<file path="config.mk">
export PLATFORM = sky130hd
export DESIGN_NAME = debounced_pulse_counter
export DESIGN_NICKNAME = d
export VERILOG_FILES = /design/src/hdl/dpc_pkg.sv /design/src/hdl/debounced_pulse_counter.sv /design/src/hdl/dpc_core.sv
export VERILOG_INCLUDE_DIRS = /design/src /design/src/hdl
export SDC_FILE = /design/constraint.sdc
export NUM_CORES = 1
export LEC_CHECK = 0
export ABC_AREA = 1
export BUFFER_PORTS_ARGS = -buffer_cell sky130_fd_sc_hd__buf_4
export CORE_UTILIZATION = 63
export CTS_CLUSTER_DIAMETER = 100
export DETAILED_ROUTE_END_ITERATION = 7
export PLACE_DENSITY = 0.86
export SLEW_MARGIN = 20
export SYNTH_ARGS = -nofsm -noshare
export SYNTH_HDL_FRONTEND = slang
export SYNTH_SLANG_ARGS = --single-unit
</file>
<file path="constraint.sdc">
create_clock -name clk -period 11.09 [get_ports clk]
set_clock_uncertainty 0.1 [all_clocks]
set_input_delay 3.327 -clock clk [delete_from_list [all_inputs] [get_ports clk]]
set_output_delay 3.327 -clock clk [all_outputs]
set_load 0.01 [all_outputs]
</file>
<file path="src/hdl/debounced_pulse_counter_defines.svh">
// Assertion macros used by the debounced pulse counter top level.
`ifndef DEBOUNCED_PULSE_COUNTER_DEFINES_SVH
`define DEBOUNCED_PULSE_COUNTER_DEFINES_SVH

// Clocked check, masked while reset is high.
`define DPC_ASSERT(lbl, prop, msg) \
  lbl: assert property (@(posedge clk) disable iff (rst) prop) else $error(msg);

// Clocked check that also holds across reset.
`define DPC_ASSERT_RST(lbl, prop, msg) \
  lbl: assert property (@(posedge clk) prop) else $error(msg);

`endif

</file>
<file path="src/hdl/dpc_pkg.sv">
// Types and constants of the debounced pulse counter.
package dpc_pkg;

  localparam int CountW = 31;
  localparam int SecsW  = 32;
  localparam int MinW   = 16;
  localparam int StableW = 17;

  // register word indexes (byte address 4*i)
  localparam logic [1:0] REG_COUNT_HIGH = 2'd0;
  localparam logic [1:0] REG_MIN_PULSE  = 2'd1;
  localparam logic [1:0] REG_MAX_COUNT  = 2'd2;

  localparam logic OP_TICK  = 1'b0;
  localparam logic OP_CLEAR = 1'b1;

  typedef struct packed {
    logic              op;
    logic              pin_level;
    logic [CountW-1:0] clear_value;
  } item_t;

  typedef struct packed {
    logic [CountW-1:0] pulse_count;
    logic [SecsW-1:0]  high_seconds;
    logic              debounced_level;
    logic              raw_level;
  } result_t;

  typedef struct packed {
    logic              count_high;
    logic [MinW-1:0]   min_pulse_ticks;
    logic [CountW-1:0] max_count;
  } cfg_t;

endpackage

</file>
<file path="src/hdl/debounced_pulse_counter.sv">
// Flow: an accepted beat passes from the input register into the result register once that register is free.
// Throughput: one beat per cycle while the result register is not stalled; the state update is
//   combinational compare and increment logic between the input register and result register.
// Reset (rst, synchronous): all state, counts and timers clear, count_high
//   goes to 1, min_pulse_ticks and max_count to 0, both pipeline stages empty.
// Top level of the debounced pulse counter: APB registers and item pipeline.
`include "debounced_pulse_counter_defines.svh"

module debounced_pulse_counter #(
  parameter int TICKS_PER_SECOND = 1000
) (
  input  logic             clk,
  input  logic             rst,
  input  logic             item_valid,
  output logic             item_stall,
  input  dpc_pkg::item_t   item,
  output logic             result_valid,
  input  logic             result_stall,
  output dpc_pkg::result_t result,
  input  logic             psel,
  input  logic             penable,
  input  logic             pwrite,
  input  logic [3:0]       paddr,
  input  logic [31:0]      pwdata,
  output logic [31:0]      prdata,
  output logic             pready
);
  import dpc_pkg::*;

  cfg_t       cfg;
  logic       cfg_write;
  logic [1:0] reg_index;

  item_t      s1_item;
  logic       s1_valid;
  logic       advance;
  result_t    result_next;

  assign pready    = 1'b1;
  assign reg_index = paddr[3:2];
  assign cfg_write = psel && penable && pwrite && pready;

  always_ff @(posedge clk) begin
    if (rst) begin
      cfg.count_high      <= 1'b1;
      cfg.min_pulse_ticks <= '0;
      cfg.max_count       <= '0;
    end else if (cfg_write) begin
      unique case (reg_index)
        REG_COUNT_HIGH: cfg.count_high      <= pwdata[0];
        REG_MIN_PULSE:  cfg.min_pulse_ticks <= pwdata[MinW-1:0];
        REG_MAX_COUNT:  cfg.max_count       <= pwdata[CountW-1:0];
        default: ;
      endcase
    end
  end

  always_comb begin
    unique case (reg_index)
      REG_COUNT_HIGH: prdata = {31'd0, cfg.count_high};
      REG_MIN_PULSE:  prdata = {16'd0, cfg.min_pulse_ticks};
      REG_MAX_COUNT:  prdata = {1'b0, cfg.max_count};
      default:        prdata = '0;
    endcase
  end

  // move the staged beat into the result register whenever that register is free
  assign advance    = s1_valid && (!result_valid || !result_stall);
  assign item_stall = s1_valid && !advance;

  always_ff @(posedge clk) begin
    if (rst) begin
      s1_valid <= 1'b0;
    end else if (!item_stall) begin
      s1_valid <= item_valid;
    end
  end

  always_ff @(posedge clk) begin
    if (!item_stall && item_valid) begin
      s1_item <= item;
    end
  end

  dpc_core #(
    .TICKS_PER_SECOND(TICKS_PER_SECOND)
  ) u_core (
    .clk        (clk),
    .rst        (rst),
    .cfg        (cfg),
    .pol_load   (cfg_write && (reg_index == REG_COUNT_HIGH)),
    .pol_value  (pwdata[0]),
    .step       (advance),
    .item       (s1_item),
    .result_next(result_next)
  );

  always_ff @(posedge clk) begin
    if (rst) begin
      result_valid <= 1'b0;
    end else if (advance) begin
      result_valid <= 1'b1;
    end else if (!result_stall) begin
      result_valid <= 1'b0;
    end
  end

  always_ff @(posedge clk) begin
    if (advance) begin
      result <= result_next;
    end
  end

  `DPC_ASSERT(a_no_accept_when_full,
              (s1_valid && result_valid && result_stall) |-> item_stall,
              "beat accepted with both stages full")
  `DPC_ASSERT(a_advance_fills_result, advance |=> result_valid,
              "advanced beat missing from result register")
  `DPC_ASSERT(a_clear_zeroes_secs,
              (advance && s1_item.op == OP_CLEAR) |=> (result.high_seconds == '0),
              "clear left high seconds nonzero")
  `DPC_ASSERT_RST(a_reset_empties, rst |=> (!result_valid && !s1_valid),
                  "pipeline not empty after reset")

endmodule

</file>
<file path="src/hdl/dpc_core.sv">
// Debounce, pulse count and high-time state with its next-state logic.
module dpc_core #(
  parameter int TICKS_PER_SECOND = 1000
) (
  input  logic             clk,
  input  logic             rst,
  input  dpc_pkg::cfg_t    cfg,
  input  logic             pol_load,
  input  logic             pol_value,
  input  logic             step,
  input  dpc_pkg::item_t   item,
  output dpc_pkg::result_t result_next
);
  import dpc_pkg::*;

  localparam int HtW = $clog2(TICKS_PER_SECOND + 2);
  localparam logic [HtW-1:0] TpsVal = HtW'(TICKS_PER_SECOND);
  // whole seconds and remainder when the tick count first passes one second
  localparam logic [SecsW:0]  SecAdd = (SecsW+1)'((TICKS_PER_SECOND + 1) / TICKS_PER_SECOND);
  localparam logic [HtW-1:0]  TickRem = HtW'((TICKS_PER_SECOND + 1) % TICKS_PER_SECOND);

  logic               last_level, last_level_next;
  logic               edge_rising, edge_rising_next;
  logic               settled, settled_next;
  logic [StableW-1:0] stable_ticks, stable_ticks_next;
  logic               accepted_level, accepted_level_next;
  logic [CountW-1:0]  count, count_next;
  logic [HtW-1:0]     high_ticks, high_ticks_next;
  logic [SecsW-1:0]   high_secs, high_secs_next;

  logic [StableW-1:0] stable_inc;
  logic [HtW-1:0]     ht_inc;
  logic [SecsW:0]     secs_sum;

  assign stable_inc = stable_ticks + StableW'(1);
  assign ht_inc     = high_ticks + HtW'(1);
  assign secs_sum   = {1'b0, high_secs} + SecAdd;

  always_comb begin
    last_level_next     = last_level;
    edge_rising_next    = edge_rising;
    settled_next        = settled;
    stable_ticks_next   = stable_ticks;
    accepted_level_next = accepted_level;
    count_next          = count;
    high_ticks_next     = high_ticks;
    high_secs_next      = high_secs;
    if (item.op == OP_CLEAR) begin
      count_next        = item.clear_value;
      last_level_next   = cfg.count_high;
      edge_rising_next  = ~cfg.count_high;
      high_ticks_next   = '0;
      high_secs_next    = '0;
      stable_ticks_next = '0;
      settled_next      = 1'b0;
    end else if (item.pin_level != last_level) begin
      // level changed: restart the stability timer, note the edge
      stable_ticks_next = '0;
      settled_next      = 1'b0;
      edge_rising_next  = ~last_level;
      last_level_next   = item.pin_level;
    end else if (!settled) begin
      stable_ticks_next = stable_inc;
      if (stable_inc > {1'b0, cfg.min_pulse_ticks}) begin
        accepted_level_next = last_level;
        if (edge_rising == cfg.count_high) begin
          count_next = (count >= cfg.max_count) ? CountW'(1) : count + CountW'(1);
        end
        stable_ticks_next = '0;
        settled_next      = 1'b1;
      end
    end else if (edge_rising) begin
      high_ticks_next = ht_inc;
      if (ht_inc > TpsVal) begin
        high_secs_next  = secs_sum[SecsW] ? '1 : secs_sum[SecsW-1:0];
        high_ticks_next = TickRem;
      end
    end
  end

  always_ff @(posedge clk) begin
    if (rst) begin
      last_level     <= 1'b0;
      edge_rising    <= 1'b0;
      settled        <= 1'b0;
      stable_ticks   <= '0;
      accepted_level <= 1'b0;
      count          <= '0;
      high_ticks     <= '0;
      high_secs      <= '0;
    end else if (pol_load) begin
      last_level  <= pol_value;
      edge_rising <= ~pol_value;
    end else if (step) begin
      last_level     <= last_level_next;
      edge_rising    <= edge_rising_next;
      settled        <= settled_next;
      stable_ticks   <= stable_ticks_next;
      accepted_level <= accepted_level_next;
      count          <= count_next;
      high_ticks     <= high_ticks_next;
      high_secs      <= high_secs_next;
    end
  end

  assign result_next.pulse_count     = count_next;
  assign result_next.high_seconds    = high_secs_next;
  assign result_next.debounced_level = accepted_level_next;
  assign result_next.raw_level       = last_level_next;

endmodule
</file>
==> impl_summary.md <==
Status
The flow ran to the end, and the final reports show no timing, DRC or antenna violations.

Logic synthesis
The number of cells produced by synthesis is 1781. Synthesis produced a netlist with a net count of 1909. The cell type with the highest aggregate area in the netlist is sky130_fd_sc_hd__edfxtp_1.

The warning count from the yosys run is 0. The number of different library cells in the post-synthesis netlist is 50. The top cell type by area accounts for 22.2% of the synthesized area.

In the synthesized netlist, the cells that appear most often are sky130_fd_sc_hd__nand2_1, sky130_fd_sc_hd__inv_1, sky130_fd_sc_hd__a21oi_1. Yosys mapped a number of flops with a built-in enable equal to 98. After synthesis the cells add up to 0.0133 sq mm. After synthesis, the cell types taking the most area are sky130_fd_sc_hd__edfxtp_1, sky130_fd_sc_hd__dfxtp_1, sky130_fd_sc_hd__nand2_1.

The leading cell type by number of instances after synthesis is sky130_fd_sc_hd__nand2_1. The proportion of register bits with asynchronous set or reset after synthesis is 0%. After synthesis the netlist holds a flip-flop and latch count of 242. Among all flip-flop cells after synthesis, the most frequent one is sky130_fd_sc_hd__dfxtp_1. Sequential elements use 43.9% of the synthesized area. The average cell area after synthesis is 7.45 sq um.

Floorplan
From left edge to right edge, the die measures 147 microns. The core box area is 0.0204 sq mm. The number of top-level pins is 176. The floorplan step defined a die boundary enclosing 0.0216 sq mm. The die is 147 microns tall. The initialized floorplan defines 52 standard-cell rows. The effective utilization at floorplan is 64.9%.

Hold path
The path class of the tightest hold or removal check is reg2reg.

Route
The detailed-route wire length per cell is 16.0 microns. The count of unresolved DRC violations after routing is 0. Wires add up to 35300 microns.

The number of routed nets with antenna violations is 0. The pre-antenna-repair detailed-routing pass consisted of 7 iterations. In this run, the number of DRC markers left after iteration 0 of detailed routing was 1173. The via count normalized by instance count is 5.70. Across all layers, the routed design uses 12587 vias.

Setup path
The slack of the worst reg-to-reg path is 6640 ps. The kind of cell with the highest combined delay along the critical path is buffers and inverters. STA classifies the critical path endpoint as an output pin.

STA classifies the critical path startpoint as an input port. Counting both buffers and inverters, the worst setup path holds a total of 4. The critical path is of the in2out type. On the critical path, the stage with the largest delay is an instance of sky130_fd_sc_hd__inv_1.

The data arrival time of the critical path is 4700 ps. Traced cell by cell, the critical path runs through buf_4 > inv_1 > nor2_1 > inv_1 > o22ai_1 > buf_4. The data required time at the worst endpoint is 7660 ps. The biggest cell delay along the critical path is 720 ps. The maximum fanout count along the critical path is 31.

Timing
In the finished design, the share of the clock period the worst path needs comes to 73.3%. The final-report max-slew violation count was 0. Setup total negative slack on the finished layout was measured at 0 ps.

The final worst-path setup slack is 2960 ps. The shortest period the worst path allows is 8130 ps. The total count of hold-check failures in the final report is 0.

Setup violations remaining at the end of the flow were counted as 0. Setup repair after global routing left no endpoint under its margin. In this run the tightest slew margin relative to its limit is 28.1%.

The achievable clock frequency is 123 MHz. The slew at the pin with the worst max-slew slack is 1080 ps.

Placement
The port buffer count is 170. The HPWL after detailed placement is 24200 microns. The worst setup slack before clock tree synthesis is 3010 ps. At the end of routability-driven placement, the weighted congestion stood at 0.971. The post-place instance area is 0.0147 sq mm.

CTS
The quantity of hold-fixing buffers added after cts is 0. The buffers inserted during post-CTS setup optimization is 0. In this run the deepest clock path goes through 3 buffers. The number of buffers added by the clock tree synthesis step is 26. The number of gates given a new drive strength after cts is 0. The clock tree root driver cell is sky130_fd_sc_hd__clkbuf_16.

The insertion delay to the later sink of the worst-skew pair is 540 ps. After clock tree synthesis, the clock-pin slew on the worst setup and hold paths is 60 ps. CTS saw 242 sinks. The H-tree level count is 1. TritonCTS built the clock tree.

Cells and area
The number of fill cells is 1537. The number of nets at the end of the flow is 2047. In the final layout, the multi-input gates occupy 0.00621 sq mm.

In the final layout, the share of cells above drive strength 1 is 13.7%. The sequential standard cell area is 0.00583 sq mm. The area growth from synthesis to layout is 17.0%. The antenna diode count is 0. The finished cells cover 0.0155 sq mm.

Power
Total power for the finished layout comes to 2.20 mW. Across the VDD grid, the largest voltage drop is 0.127 mV. The leakage power total is 7.09 nW. The total power divided by cell area is 142 mW/mm^2.

Global routing
The via count of the first global-routing pass is 11568. Entering global routing, the biggest net connects 102 pins. The number of antenna violations at the first check in global routing is 0.

After global routing the overflow that remains totals 0. The first-pass GRT wire length is 55800 microns. Global routing used 32.0% of the available tracks.

Run
The tool flagged a number of max-cap violations equal to 0.
## registers in the layout (all words and copies together) (netlist names)
signal / flops
u_core.high_secs: 32
cfg: 48
u_core.edge_rising: 1
u_core.stable_ticks: 17
result: 65
s1_item: 33
u_core.settled: 1
u_core.accepted_level: 1
s1_valid: 1
result_valid: 1
u_core.last_level: 1
u_core.high_ticks: 10
u_core.count: 31
## stage by stage
stage | hold slack (ps) | instances | util [%]
floorplan | 330 | 1781 | -
global placement | 338 | 2161 | 71.8
detailed placement | 352 | 2161 | 71.8
CTS | 362 | 2209 | 75.9
global route | 387 | 2209 | 75.9
finish | 366 | 2209 | 75.9
## worst paths after layout
path / start / end / cells past startpoint
setup / recovery: paddr[3] / prdata[5] / 6
hold / removal: u_core.stable_ticks[16] / u_core.stable_ticks[16] / 2
setup reg to reg: u_core.stable_ticks[0] / result[1] / 19
hold reg to reg: u_core.stable_ticks[16] / u_core.stable_ticks[16] / 2
## logic make-up after synthesis
| family | Yosys count | share of synthesized area [%] |
|---|---|---|
| AND/OR/NAND/NOR | 815 | 27.0 |
| adder cells (fa/ha/maj) | 52 | 4.91 |
| buffers and inverters | 321 | 9.36 |
| XOR/XNOR | 31 | 2.05 |
| AO/OA/AOI/OAI | 318 | 12.7 |
| flip-flops | 242 | 43.9 |
| other | 2 | 0.0566 |
## tightest hold or removal path, cell delays in order, from the launching register on
cell	delay, ps
sky130_fd_sc_hd__dfxtp_1	320
sky130_fd_sc_hd__nand2_1	70
sky130_fd_sc_hd__nor2_1	40
## cells in the final DEF, fill, tap and decap left out, drive strengths merged, types with 5 or more instances in the layout
| master | instances |
|---|---|
| ha | 52 |
| clkinv | 7 |
| nand2 | 462 |
| o22ai | 15 |
| nand3b | 13 |
| dfxtp | 144 |
| xor2 | 26 |
| xnor2 | 5 |
| nand3 | 148 |
| inv | 250 |
| nor3 | 25 |
| edfxtp | 98 |
| nor2 | 115 |
| clkbuf | 39 |
| nand4 | 33 |
| nor4 | 5 |
| a21oi | 158 |
| buf | 178 |
| or2 | 9 |
| o21ai | 127 |
## per-layer routing
| metal | routed length (microns) | global-route usage, % | vias to the layer above |
|---|---|---|---|
| met1 | 13700 | 39.2 | 5752 |
| met5 | 0 | 0 | - |
| met3 | 2760 | 4.50 | 125 |
| met4 | 1750 | 17.2 | 0 |
| met2 | 17100 | 54.6 | 591 |
| li1 | - | - | 6119 |
## power by group
| part | internal, mW | switching, mW | total, mW |
|---|---|---|---|
| sequential | 0.977 | 0.0342 | 1.01 |
| combinational | 0.115 | 0.212 | 0.328 |
| clock | 0.505 | 0.357 | 0.862 |
## area by class of cell
cell class	count	share of cell area (%)
tap	270	2.18
clock inverter	9	0.540
timing repair buffer	178	8.61
sequential	242	37.5
inverter	253	6.13
multi-input combinational	1218	40.0
clock buffer	39	4.98
Power figures use the tool's default switching activity.
